File: config.mk
export PLATFORM = sky130hd
export DESIGN_NAME = usb_spi_flash_bridge_sequencer_top
export DESIGN_NICKNAME = d
export VERILOG_FILES = /design/src/design/usbspi_pkg.sv /design/src/design/usb_spi_flash_bridge_sequencer_top.sv
export SDC_FILE = /design/constraint.sdc
export NUM_CORES = 1
export LEC_CHECK = 0
export ABC_AREA = 1
export BUFFER_PORTS_ARGS = -buffer_cell sky130_fd_sc_hd__buf_2
export CORE_ASPECT_RATIO = 0.7
export CORE_MARGIN = 2
export CORE_UTILIZATION = 30
export CTS_CLUSTER_DIAMETER = 120
export DETAILED_ROUTE_END_ITERATION = 7
export GPL_ROUTABILITY_DRIVEN = 0
export HOLD_SLACK_MARGIN = 0.06
export PLACE_DENSITY = 0.55
export SLEW_MARGIN = 20
export SYNTH_ARGS = -nofsm -noshare
export SYNTH_HDL_FRONTEND = slang
export SYNTH_SLANG_ARGS = --single-unit
export TNS_END_PERCENT = 30
File: constraint.sdc
create_clock -name i_clk -period 8 [get_ports i_clk]
set_clock_uncertainty 0.15 [all_clocks]
set_input_delay 1.6 -clock i_clk [delete_from_list [all_inputs] [get_ports i_clk]]
set_output_delay 1.6 -clock i_clk [all_outputs]
set_load 0.005 [all_outputs]
File: src/design/usbspi_pkg.sv
`default_nettype none

package usbspi_pkg;

    localparam int BUFFER_BYTES_DEF = 512;

    localparam int OPCODE_W = 3;
    localparam int OLEN_W   = 9;
    localparam int COUNT_W  = 24;
    localparam int LEN_W    = 10;
    localparam int ACTION_W = 3;
    localparam int SRC_W    = 2;
    localparam int BYTE_W   = 8;

    localparam logic [OLEN_W-1:0] HDR_BYTES = 9'd4;

    // Event codes.
    localparam logic [OPCODE_W-1:0] EV_ENABLE   = 3'd0;
    localparam logic [OPCODE_W-1:0] EV_DISABLE  = 3'd1;
    localparam logic [OPCODE_W-1:0] EV_OUT_DONE = 3'd2;
    localparam logic [OPCODE_W-1:0] EV_SPI_DONE = 3'd3;
    localparam logic [OPCODE_W-1:0] EV_IN_DONE  = 3'd4;

    // Action codes.
    localparam logic [ACTION_W-1:0] ACT_NONE  = 3'd0;
    localparam logic [ACTION_W-1:0] ACT_SPI   = 3'd1;
    localparam logic [ACTION_W-1:0] ACT_IN    = 3'd2;
    localparam logic [ACTION_W-1:0] ACT_ARM   = 3'd3;
    localparam logic [ACTION_W-1:0] ACT_ABORT = 3'd4;
    localparam logic [ACTION_W-1:0] ACT_FAULT = 3'd5;

    // Transmit source and receive destination codes.
    localparam logic [SRC_W-1:0] TX_DUMMY   = 2'd0;
    localparam logic [SRC_W-1:0] TX_CMD     = 2'd1;
    localparam logic [SRC_W-1:0] TX_PAYLOAD = 2'd2;
    localparam logic [SRC_W-1:0] RX_DISCARD = 2'd0;
    localparam logic [SRC_W-1:0] RX_STATUS  = 2'd1;
    localparam logic [SRC_W-1:0] RX_BUFFER  = 2'd2;

    // Flash commands.
    localparam logic [BYTE_W-1:0] CMD_NONE   = 8'h00;
    localparam logic [BYTE_W-1:0] CMD_READSR = 8'h05;
    localparam logic [BYTE_W-1:0] CMD_WREN   = 8'h06;

endpackage

`default_nettype wire

File: src/design/usb_spi_flash_bridge_sequencer_top.sv
`default_nettype none

// Event sequencer for a host-packet to SPI-flash bridge. Each request on the
// slave stream is one event (enable, disable, host OUT done, SPI done, host IN
// done) and yields exactly one result on the master stream that tells the
// surrounding engines what to do next: start an SPI transfer, send an IN chunk,
// rearm OUT, abort, report a fault, or do nothing. One event is taken every clock
// cycle while the result stream is not stalled; each event passes an input
// register and then a result register. o_s_axis_tready follows i_m_axis_tready
// combinationally when both registers are full. Reads are split into chunks of
// at most BUFFER_BYTES; transfer_length carries the low 10 bits of the count.
module usb_spi_flash_bridge_sequencer_top #(
    parameter int BUFFER_BYTES = usbspi_pkg::BUFFER_BYTES_DEF
) (
    input  wire logic        i_clk,
    input  wire logic        i_rst_n,
    input  wire logic        i_s_axis_tvalid,
    output logic             o_s_axis_tready,
    // [8:0] out_length, [32:9] read_count, [33] flag_status_poll,
    // [34] flag_write_enable, [42:35] status_byte, [47:43] zero
    input  wire logic [47:0] i_s_axis_tdata,
    // [2:0] opcode
    input  wire logic [2:0]  i_s_axis_tuser,
    output logic             o_m_axis_tvalid,
    input  wire logic        i_m_axis_tready,
    // [0] cs_release_first, [1] cs_active, [3:2] tx_source, [11:4] command_byte,
    // [13:12] rx_keep, [23:14] transfer_length
    output logic [23:0]      o_m_axis_tdata,
    // [2:0] action
    output logic [2:0]       o_m_axis_tuser
);

    localparam logic [usbspi_pkg::COUNT_W-1:0] BUF_LEN =
        usbspi_pkg::COUNT_W'(BUFFER_BYTES);

    typedef enum logic [2:0] {
        PH_DISABLED  = 3'd0,
        PH_IDLE      = 3'd1,
        PH_OUT       = 3'd2,
        PH_IN_SPI    = 3'd3,
        PH_IN_USB    = 3'd4,
        PH_POLL_CMD  = 3'd5,
        PH_POLL_READ = 3'd6,
        PH_WREN      = 3'd7
    } t_phase;

    // Sequencer state.
    t_phase                            r_phase, n_phase;
    logic [usbspi_pkg::COUNT_W-1:0]    r_bytes, n_bytes;
    logic [usbspi_pkg::OLEN_W-1:0]     r_payload, n_payload;
    logic                              r_poll, n_poll;
    logic                              r_wren, n_wren;

    // Input register.
    logic                              r_in_valid;
    logic [usbspi_pkg::OPCODE_W-1:0]   r_in_op;
    logic [usbspi_pkg::OLEN_W-1:0]     r_in_olen;
    logic [usbspi_pkg::COUNT_W-1:0]    r_in_count;
    logic                              r_in_fpoll;
    logic                              r_in_fwren;
    logic                              r_in_status0;

    // Result register.
    logic                              r_out_valid;
    logic [usbspi_pkg::ACTION_W-1:0]   r_out_action, n_action;
    logic                              r_out_release, n_release;
    logic                              r_out_cs, n_cs;
    logic [usbspi_pkg::SRC_W-1:0]      r_out_tx, n_tx;
    logic [usbspi_pkg::BYTE_W-1:0]     r_out_cmd, n_cmd;
    logic [usbspi_pkg::SRC_W-1:0]      r_out_rx, n_rx;
    logic [usbspi_pkg::LEN_W-1:0]      r_out_len, n_len;

    logic                              advance;
    logic [usbspi_pkg::COUNT_W-1:0]    cur_chunk;
    logic                              ch_poll, ch_wren, ch_write, ch_read, ch_on;

    assign advance         = r_in_valid && (!r_out_valid || i_m_axis_tready);
    assign o_s_axis_tready = !r_in_valid || advance;

    assign cur_chunk = (r_bytes > BUF_LEN) ? BUF_LEN : r_bytes;

    always_comb begin
        n_phase   = r_phase;
        n_bytes   = r_bytes;
        n_payload = r_payload;
        n_poll    = r_poll;
        n_wren    = r_wren;
        n_action  = usbspi_pkg::ACT_NONE;
        n_release = 1'b0;
        n_tx      = usbspi_pkg::TX_DUMMY;
        n_cmd     = usbspi_pkg::CMD_NONE;
        n_rx      = usbspi_pkg::RX_DISCARD;
        n_len     = '0;
        ch_poll   = 1'b0;
        ch_wren   = 1'b0;
        ch_write  = 1'b0;
        ch_read   = 1'b0;
        ch_on     = 1'b0;

        unique case (r_in_op)
            usbspi_pkg::EV_ENABLE: begin
                n_action  = usbspi_pkg::ACT_ARM;
                n_release = (r_phase != PH_DISABLED) && (r_phase != PH_IDLE);
                n_phase   = PH_IDLE;
            end
            usbspi_pkg::EV_DISABLE: begin
                n_action  = usbspi_pkg::ACT_ABORT;
                n_release = (r_phase != PH_DISABLED) && (r_phase != PH_IDLE);
                n_phase   = PH_DISABLED;
            end
            usbspi_pkg::EV_OUT_DONE: begin
                if (r_phase != PH_IDLE) begin
                    n_action = usbspi_pkg::ACT_FAULT;
                end else if (r_in_olen >= usbspi_pkg::HDR_BYTES) begin
                    n_payload = r_in_olen - usbspi_pkg::HDR_BYTES;
                    n_bytes   = r_in_count;
                    n_poll    = r_in_fpoll;
                    n_wren    = r_in_fwren;
                    ch_poll   = 1'b1;
                end
            end
            usbspi_pkg::EV_SPI_DONE: begin
                unique case (r_phase)
                    PH_DISABLED: begin
                    end
                    PH_POLL_CMD, PH_POLL_READ: begin
                        if (r_phase == PH_POLL_READ && !r_in_status0) begin
                            n_release = 1'b1;
                            ch_wren   = 1'b1;
                        end else begin
                            n_action = usbspi_pkg::ACT_SPI;
                            n_rx     = usbspi_pkg::RX_STATUS;
                            n_len    = usbspi_pkg::LEN_W'(1);
                            n_phase  = PH_POLL_READ;
                        end
                    end
                    PH_WREN: begin
                        n_release = 1'b1;
                        ch_write  = 1'b1;
                    end
                    PH_OUT: begin
                        ch_read = 1'b1;
                        ch_on   = 1'b1;
                    end
                    PH_IN_SPI: begin
                        n_action = usbspi_pkg::ACT_IN;
                        n_len    = cur_chunk[usbspi_pkg::LEN_W-1:0];
                        n_phase  = PH_IN_USB;
                    end
                    default: begin
                        n_action = usbspi_pkg::ACT_FAULT;
                    end
                endcase
            end
            usbspi_pkg::EV_IN_DONE: begin
                if (r_phase == PH_IN_USB) begin
                    n_bytes = r_bytes - cur_chunk;
                    ch_read = 1'b1;
                    ch_on   = 1'b1;
                end else begin
                    n_action = usbspi_pkg::ACT_FAULT;
                end
            end
            default: begin
                n_action = usbspi_pkg::ACT_FAULT;
            end
        endcase

        // Walk the start chain: poll, write enable, payload, read, finish.
        if (ch_poll) begin
            if (n_poll) begin
                n_action = usbspi_pkg::ACT_SPI;
                n_tx     = usbspi_pkg::TX_CMD;
                n_cmd    = usbspi_pkg::CMD_READSR;
                n_len    = usbspi_pkg::LEN_W'(1);
                n_phase  = PH_POLL_CMD;
            end else begin
                ch_wren = 1'b1;
            end
        end
        if (ch_wren) begin
            if (n_wren) begin
                n_action = usbspi_pkg::ACT_SPI;
                n_tx     = usbspi_pkg::TX_CMD;
                n_cmd    = usbspi_pkg::CMD_WREN;
                n_len    = usbspi_pkg::LEN_W'(1);
                n_phase  = PH_WREN;
            end else begin
                ch_write = 1'b1;
            end
        end
        if (ch_write) begin
            if (n_payload != '0) begin
                n_action = usbspi_pkg::ACT_SPI;
                n_tx     = usbspi_pkg::TX_PAYLOAD;
                n_len    = usbspi_pkg::LEN_W'(n_payload);
                n_phase  = PH_OUT;
            end else begin
                ch_read = 1'b1;
            end
        end
        if (ch_read) begin
            if (n_bytes != '0) begin
                n_action = usbspi_pkg::ACT_SPI;
                n_rx     = usbspi_pkg::RX_BUFFER;
                n_len    = (n_bytes > BUF_LEN) ? BUF_LEN[usbspi_pkg::LEN_W-1:0]
                                               : n_bytes[usbspi_pkg::LEN_W-1:0];
                n_phase  = PH_IN_SPI;
            end else begin
                // Finishing overrides any earlier release with the chain's view.
                n_action  = usbspi_pkg::ACT_ARM;
                n_release = ch_on;
                n_phase   = PH_IDLE;
            end
        end

        n_cs = (n_phase != PH_DISABLED) && (n_phase != PH_IDLE);
    end

    always_ff @(posedge i_clk) begin
        if (!i_rst_n) begin
            r_phase     <= PH_DISABLED;
            r_bytes     <= '0;
            r_payload   <= '0;
            r_poll      <= 1'b0;
            r_wren      <= 1'b0;
            r_in_valid  <= 1'b0;
            r_out_valid <= 1'b0;
        end else begin
            if (o_s_axis_tready) begin
                r_in_valid   <= i_s_axis_tvalid;
                r_in_op      <= i_s_axis_tuser;
                r_in_olen    <= i_s_axis_tdata[8:0];
                r_in_count   <= i_s_axis_tdata[32:9];
                r_in_fpoll   <= i_s_axis_tdata[33];
                r_in_fwren   <= i_s_axis_tdata[34];
                r_in_status0 <= i_s_axis_tdata[35];
            end
            if (advance) begin
                r_phase       <= n_phase;
                r_bytes       <= n_bytes;
                r_payload     <= n_payload;
                r_poll        <= n_poll;
                r_wren        <= n_wren;
                r_out_valid   <= 1'b1;
                r_out_action  <= n_action;
                r_out_release <= n_release;
                r_out_cs      <= n_cs;
                r_out_tx      <= n_tx;
                r_out_cmd     <= n_cmd;
                r_out_rx      <= n_rx;
                r_out_len     <= n_len;
            end else if (i_m_axis_tready) begin
                r_out_valid <= 1'b0;
            end
        end
    end

    assign o_m_axis_tvalid = r_out_valid;
    assign o_m_axis_tuser  = r_out_action;
    assign o_m_axis_tdata  = {r_out_len, r_out_rx, r_out_cmd, r_out_tx,
                              r_out_cs, r_out_release};

    // The reported chip-select level matches the phase the event left behind.
    a_cs_matches_phase: assert property (@(posedge i_clk) disable iff (!i_rst_n)
        advance |=> (r_out_cs == ((r_phase != PH_DISABLED) && (r_phase != PH_IDLE))))
        else $error("cs_active disagrees with the sequencer phase");

    // A faulting event leaves the phase untouched.
    a_fault_keeps_phase: assert property (@(posedge i_clk) disable iff (!i_rst_n)
        (advance && (n_action == usbspi_pkg::ACT_FAULT)) |=> (r_phase == $past(r_phase)))
        else $error("fault result changed the phase");

    // A command byte is only reported together with a command transmit source.
    a_cmd_with_tx_cmd: assert property (@(posedge i_clk) disable iff (!i_rst_n)
        (r_out_valid && (r_out_cmd != usbspi_pkg::CMD_NONE))
            |-> (r_out_tx == usbspi_pkg::TX_CMD))
        else $error("command byte without command transmit source");

    // A waiting result is never dropped: holding it blocks the next event.
    a_no_overrun: assert property (@(posedge i_clk) disable iff (!i_rst_n)
        (r_out_valid && !i_m_axis_tready && r_in_valid) |-> !advance)
        else $error("result register overwritten while stalled");

endmodule

`default_nettype wire

### After elaboration in Yosys (flattened, before gate mapping)

Index checks and enable logic that the tools add are counted.

* $add $sub $neg: 2
* $lt $le $gt $ge: 3
* eq/ne operators: 12
* mux-type cells: 88
* reductions and logical operators: 21

Operators by type and width (count)
* two-way mux 10 bit: 10
* two-way mux 24 bit: 4
* two-way mux 3 bit: 19
* > comparator 24 x 10 -> 1 bit, second input constant: 2
* one-hot mux 24 bit (2 select lines): 1
* two-way mux 1 bit: 33
* two-way mux 9 bit: 3
* nonzero test 24 bit: 1
* subtractor 24 bit: 1
* one-hot mux 10 bit (2 select lines): 1
* one-hot mux 3 bit (3 select lines): 2
* two-way mux 2 bit: 8
* two-way mux 8 bit: 2
* equality test 3 bit, second input constant: 5
* one-hot mux 3 bit (5 select lines): 1
* equality test 3 x 2 -> 1 bit, second input constant: 4
* greater-or-equal comparator 9 x 3 -> 1 bit, second input constant: 1
* nonzero test 9 bit: 1
* subtractor 9 x 3 -> 9 bit, second input constant: 1
* logical NOT 3 bit: 2
* != test 3 x 1 -> 1 bit, second input constant: 2
* one-hot mux 1 bit (2 select lines): 3
* one-hot mux 3 bit (2 select lines): 1
* nonzero test 3 bit: 2
* 8 further kinds: 16

* register bits after elaboration: 106
* input port bits: 55
* output and inout port bits: 29

### Longest topological paths before layout

Gate-level depths: netlist of the first run.

* depth after elaboration: 14
* mapped depth: 24
* depth with buffers taken out: 23

### Worst setup path before layout of the first run

OpenSTA, ideal clock, no wires.

* path type: input port to output port
* start: input i_m_axis_tready
* end: output o_s_axis_tready
* data arrival time: 1.749 ns
* slack: 4.501 ns
* stages: 2
* buffers on the path: 0
* path through: inv_1 -> nand3_1

* cells in the longest elaborated chain, start to end: 3

Ends and longest elaborated chain
* from (decl): RTL line usb_spi_flash_bridge_sequencer_top.sv:25 `input wire logic i_m_axis_tready,`
* logical OR 1 bit: RTL line usb_spi_flash_bridge_sequencer_top.sv:77 `assign advance = r_in_valid && (!r_out_valid || i_m_axis_tready);`
* logical AND 1 bit: RTL line usb_spi_flash_bridge_sequencer_top.sv:77
* logical OR 1 bit: RTL line usb_spi_flash_bridge_sequencer_top.sv:78 `assign o_s_axis_tready = !r_in_valid || advance;`
* to (decl): RTL line usb_spi_flash_bridge_sequencer_top.sv:18 `output logic o_s_axis_tready,`

Every way passes these cells.

### Final worst setup path of the first run

Same ends and word-level chain as after synthesis.

==> results of run 1 <==
how the worst max path moves through the flow:
stage | endpoint | slack, ns | cells after the start
2_1_floorplan | o_s_axis_tready | 4.50 | 2
3_3_place_gp | o_s_axis_tready | 4.25 | 4
3_5_place_dp | o_s_axis_tready | 4.24 | 4
4_1_cts | o_s_axis_tready | 4.24 | 4
5_1_grt | r_out_len[3] | 3.95 | 20
6_report | o_s_axis_tready | 4.25 | 4
area by class of cell:
class                   count  area, um2
fillers                  2043      12370
multi-input cells         514       2659
flip-flops and latches    100       2613
inverters                 122      462.9
repair buffers             71      367.9
well taps                 264      330.3
clock buffers              12      246.5
clock inverters             4      25.02
placed cells by master (no fill, tap or decap), types with 7 or more instances in the layout:
cell       Yosys  routed
clkbuf_16      0       9
o21ai_1       16      16
nand4_1       12      12
nor2_1        65      64
nand3_1       49      49
dfxtp_1       39      39
edfxtp_1      61      61
a22oi_1       13      13
o21ai_0       60      60
nand2_1      159     159
inv_1         98      96
buf_2          4      66
nor2_2        14      15
o211ai_1       7       7
nand2_2        8       8
inv_2         22      22
a21oi_1       46      46
through the flow:
stage | utilization | total power, mW | instances
after floorplan | - | 0.7839 | 764
after global placement | 0.3372 | 0.8484 | 1071
after detailed placement | 0.3372 | 0.8487 | 1071
after CTS | 0.3514 | 1.265 | 1087
after global routing | 0.3514 | 1.318 | 1087
final | 0.3514 | 1.251 | 1087
critical path, cell delays in order:
cell	delay [ns]
buf_2	0.09
inv_1	0.06
nand3_1	0.10
buf_2	0.15
synthesized netlist by cell type (all sizes together), types with 12 or more instances:
cell type / number
nand3: 57
o21ai: 78
dfxtp: 39
inv: 122
a21oi: 46
clkbuf: 12
nand2: 171
edfxtp: 61
nand4: 12
a22oi: 13
buf: 16
nor2: 86
kinds of logic after synthesis:
group | after synthesis | synth area share
DFF | 100 | 0.4438
xor gates and xnor gates | 3 | 0.004464
and+or+nand+nor | 342 | 0.2818
AOI/OAI and AO/OA | 160 | 0.1547
buffers and inverters | 150 | 0.1075
adders and majority gates | 3 | 0.006377
other | 2 | 0.001276
power by group through the flow:
stage               Combinational (mW)  Sequential (mW)  Clock, mW
floorplan                        0.181            0.602          0
global placement                 0.236            0.612          0
detailed placement               0.238            0.611          0
CTS                              0.239            0.600      0.425
global route                     0.270            0.604      0.443
finish                           0.240            0.601      0.410
flip-flops by register name (all words and copies together) (netlist names), 2 cells and up:
name	flops
o_m_axis_tuser	3
r_out_len	10
r_in_op	3
r_out_cmd	3
r_bytes	24
r_out_rx	2
r_phase	3
r_out_tx	2
r_in_count	24
r_payload	9
r_in_olen	9
per-layer routing:
metal / routed length (um) / global-route usage / vias to the layer above
li1: - / - / 2623
met3: 1332 / 0.04599 / 13
met1: 8999 / 0.2705 / 2348
met4: 143 / 0.03708 / 0
met5: 0 / 0 / -
met2: 6107 / 0.2113 / 172
==> flow_metrics.py, run 1 <==
metrics = {
    "place": {
        "placed_area_um2": 6432,
        "numPortBuffers": 66,
        "hpwl_mm": 11.95,
        "place_ws_ns": 4.237,
    },
    "worst_setup_path": {
        "path_class": "in2out",
        "cp.required_ns": 6.25,
        "startpoint": "i_m_axis_tready",
        "start_kind": "input pin",
        "reg2reg_to": "r_out_len[6]",
        "cp-end-kind": "primary output",
        "rrSetupSlack_ns": 4.33,
        "crit_fanout": 3,
        "r2r-start": "r_in_olen[3]",
        "reg2reg_depth": 20,
        "cp_data_arrival_time_ns": 2.00,
    },
    "power_and_ir_drop": {
        "ir_drop_mv": 0.08111,
        "pwr-share-comb": 0.192,
        "clockPowerShare": 0.328,
        "p_sw_uw": 379.9,
        "power_density_nw_per_um2": 186.6,
        "p_leak_nw": 3.086,
        "intPower_uw": 871.3,
        "p_seq_frac": 0.480,
        "sw_frac_of_total": 0.3036,
    },
    "yosys": {
        "synth_top_area_cell": "edfxtp_1",
        "yosys_most_used_dff": "edfxtp_1",
        "synthCells": 760,
        "synth_area_um2": 5887,
        "yosysSeqAreaShare": 0.4438,
        "yosysWarnings": 0,
        "synth_top_area_share": 0.3112,
        "synth-edff-count": 61,
        "async_flop_share": 0,
        "avgSynthCellArea_um2": 7.746,
        "ys_ff_latch": 100,
        "yosys-top-cells-area": "edfxtp_1 31%, dfxtp_1 13%, nand2_1 10%",
        "synthDistinctLibCells": 47,
    },
    "run": {
        "maxCapViolations": 0,
    },
    "run_status": {
        "status": "finished, final reports clean",
    },
    "floorplanning": {
        "dieArea_um2": 20780,
        "initial_core_util": 0.3086,
        "num_io_pins": 84,
        "die_w_um": 171.4,
        "die_h_um": 121.2,
        "fp-row-count": 42,
        "core_region_area_um2": 19080,
    },
    "worst_hold_path": {
        "hold_class": "reg2reg",
        "min_to": "r_wren",
        "hold_path.startpoint": "r_wren",
        "hold_path_depth": 2,
    },
    "clocking": {
        "clk_latency_ns": 0.35,
        "cts_buffers": 9,
        "cts.repair.resized": 0,
        "cts-root-buf": "clkbuf_16",
        "clkSinkCount": 100,
        "ctsHoldBuffers": 0,
        "h-tree-depth": 3,
        "cts_buffer_depth": 2,
        "cts_setup_buffers": 0,
        "clk_pin_slew_ns": 0.07,
        "cts_tree": "built",
    },
    "timing": {
        "fin_crit_ns": 3.755,
        "setup_ws_ns": 4.245,
        "finalSetupTns_ns": 0,
        "max_freq_mhz": 266.3,
        "finalSetupViolCount": 0,
        "maxSlewViolCount": 0,
        "worst_slew_pin_slew_ns": 1.066,
        "fin_crit_sh": 0.4693,
        "rsz0062_at_grt": "false",
        "relSlewSlack": 0.2850,
        "final_hold_viol_count": 0,
        "hold_ws_ns": 0.3219,
    },
    "drt": {
        "drtIter0Drc": 430,
        "num_vias": 5156,
        "dr.pass1.iters": 5,
        "postRouteAntennaNets": 0,
        "routed_via_density": 4.743,
        "totalWireLength_mm": 16.58,
        "drc": 0,
        "wl_per_cell_um": 15.25,
    },
    "finish": {
        "n_antenna_cell": 0,
        "syn_to_final_growth_pct": 13.88,
        "design_area_um2": 6704,
        "layout-drive-gt1-share": 0.1871,
        "nets": 876,
    },
    "grt": {
        "track_usage": 0.1670,
        "globalRouteOverflowTotal": 0,
        "grt_pass1_wl_mm": 26.19,
        "grt_max_degree": 43,
        "antenna_found_initial": 0,
        "grt_pass1_vias": 4628,
    },
}
(Power assumes the default switching activity.)
==> run 2: changes to the inputs <==
--- a/config.mk
+++ b/config.mk
@@ -14,7 +14,7 @@
 export DETAILED_ROUTE_END_ITERATION = 7
 export GPL_ROUTABILITY_DRIVEN = 0
 export HOLD_SLACK_MARGIN = 0.06
-export PLACE_DENSITY = 0.55
+export PLACE_DENSITY = 0.57
 export SLEW_MARGIN = 20
 export SYNTH_ARGS = -nofsm -noshare
 export SYNTH_HDL_FRONTEND = slang
==> constraint.sdc (replaced) <==
create_clock -name i_clk -period 3.03 [get_ports i_clk]
set_clock_uncertainty 0.15 [all_clocks]
set_input_delay 0.606 -clock i_clk [delete_from_list [all_inputs] [get_ports i_clk]]
set_output_delay 0.606 -clock i_clk [all_outputs]
set_load 0.005 [all_outputs]
==> flow_metrics.py, run 2 (synthesis gave the netlist of run 1 again) <==
metrics = {
    "power_and_ir_drop": {
        "p_leak_nw": 3.973,
        "clockPowerShare": 0.302,
        "power_density_nw_per_um2": 444.1,
        "pwr-share-comb": 0.276,
        "ir_drop_mv": 0.3000,
        "sw_frac_of_total": 0.3181,
        "p_sw_mw": 1.184,
        "finalPower_mw": 3.724,
        "intPower_mw": 2.539,
        "p_seq_frac": 0.422,
    },
    "timing": {
        "maxSlewViolCount": 0,
        "max_freq_mhz": 331.7,
        "final_hold_viol_count": 0,
        "hold_ws_ns": 0.2722,
        "finalSetupTns_ns": 0,
        "fin_crit_ns": 3.015,
        "rsz0062_at_grt": "true",
        "fin_crit_sh": 0.9950,
        "finalSetupViolCount": 0,
    },
    "place": {
        "hpwl_mm": 14.01,
        "placed_area_um2": 7411,
        "numPortBuffers": 66,
    },
    "clocking": {
        "cts_buffer_depth": 2,
        "cts_buffers": 9,
        "clk_latency_ns": 0.35,
        "h-tree-depth": 3,
        "cts-root-buf": "clkbuf_16",
        "cts_tree": "built",
        "clk_pin_slew_ns": 0.08,
        "clkSinkCount": 100,
    },
    "floorplanning": {
        "dieArea_um2": 20780,
        "die_w_um": 171.4,
        "core_region_area_um2": 19080,
        "initial_core_util": 0.3086,
        "die_h_um": 121.2,
        "num_io_pins": 84,
        "fp-row-count": 42,
    },
    "worst_setup_path": {
        "crit_fanout": 8,
        "startpoint": "r_in_olen[7]",
        "r2r-start": "r_in_olen[7]",
        "start_kind": "register",
        "cp_data_arrival_time_ns": 2.98,
        "cp-end-kind": "register",
        "path_class": "reg2reg",
        "cp.required_ns": 2.99,
    },
    "grt": {
        "antenna_found_initial": 0,
        "track_usage": 0.1850,
        "met3_usage": 0.03359,
        "grt_busiest_layer": "met1",
        "globalRouteOverflowTotal": 0,
        "grt_pass1_wl_mm": 29.26,
        "grtUsageMet1": 0.3069,
        "grt_pass1_vias": 5260,
        "grtUsageMet2": 0.2452,
        "grt_max_degree": 40,
    },
    "run": {
        "maxCapViolations": 0,
    },
    "drt": {
        "num_vias": 5967,
        "totalWireLength_mm": 19.41,
        "wl_per_cell_um": 15.56,
        "dr.pass1.iters": 5,
        "postRouteAntennaNets": 0,
        "drtIter0Drc": 585,
        "routed_via_density": 4.785,
        "drc": 0,
    },
    "finish": {
        "nets": 1036,
        "syn_to_final_growth_pct": 42.42,
        "layout-drive-gt1-share": 0.3998,
        "design_area_um2": 8384,
        "fillers": 1958,
        "n_antenna_cell": 0,
        "layout_commonest_cell": "buf_4",
        "reg_top3": "r_bytes (24), r_in_count (24), r_out_len (10)",
        "final_cell_mix": "145 x buf_4, 138 x nand2_1, 91 x inv_1, 66 x buf_2, 61 x edfxtp_1",
        "fin_util": 0.4395,
    },
    "run_status": {
        "status": "finished, final reports clean",
    },
    "worst_hold_path": {
        "hold_class": "in2reg",
        "hold_path.startpoint": "i_s_axis_tdata[19]",
    },
}
run 2: cell count changes in the layout (fill, tap and decap cells not counted), sizes merged:
cell      delta
buf        +156
inv          +5
clkinv       -4
nor2         +2
clkbuf       +1
clkinvlp     -1
nand2        +1
run 2: per-stage QoR:
stage | worst slack [ns] | std cells
after global placement | -0.1099 | 1198
after detailed placement | -0.1300 | 1198
after floorplan | 0.2617 | 764
after global routing | -0.1270 | 1247
final | 0.01513 | 1247
after CTS | 0.007464 | 1228
run 2: metal layers:
layer / vias to the layer above / share of wire
met4: 0 / 0.0040
met5: - / 0
met3: 8 / 0.087
li1: 2952 / -
met1: 2762 / 0.52
met2: 245 / 0.39
run 2: area by class of cell:
type                       instances  area [um2]  share of cell area
clock buffer                      12       246.5             0.02940
timing repair buffer             228        1663              0.1983
inverter                         122       480.5             0.05730
tap                              264       330.3             0.03940
multi-input combinational        517        3008              0.3588
sequential                       100        2626              0.3132
clock inverter                     4       30.03            0.003582
run 2: power by group through the flow:
| stage | Sequential, mW | Combinational [mW] | Clock [mW] |
|---|---|---|---|
| after detailed placement | 1.59 | 0.828 | 0 |
| after CTS | 1.57 | 0.892 | 1.15 |
| after global routing | 1.58 | 1.12 | 1.21 |
| final | 1.57 | 1.03 | 1.12 |
| after global placement | 1.59 | 0.824 | 0 |
| after floorplan | 1.59 | 0.479 | 0 |
run 2: worst max-delay path: stages (launching register included):
cell	delay [ns]
edfxtp_1	0.42
buf_6	0.14
nor2_2	0.09
nand3_1	0.09
nor2_2	0.10
nand2_2	0.07
nand2_4	0.12
nor2_8	0.08
buf_12	0.14
clkbuf_16	0.15
a22oi_1	0.21
nand2_1	0.13
nor2_2	0.13
and2_4	0.16
nand3_4	0.08
o21ai_4	0.29
nand2_1	0.09
nand2_1	0.09
inv_1	0.04
run 2: what timing repair did:
item / 4_1_cts / 5_1_grt
hold buffers: 0 / 0
setup endpoints to repair: 12 / 17
buffers inserted: 13 / 18
cloned: 1 / 3
pin swaps: 18 / 65
resized for setup: 32 / 100
run 2: path summary, 6_finish.rpt:
path / endpoint / slack (ns) / cells past startpoint
min reg2reg: r_wren / 0.31 / 2
min: r_in_count[10] / 0.27 / 1
max reg2reg: r_out_len[6] / 0.02 / 18
max: r_out_len[6] / 0.02 / 18
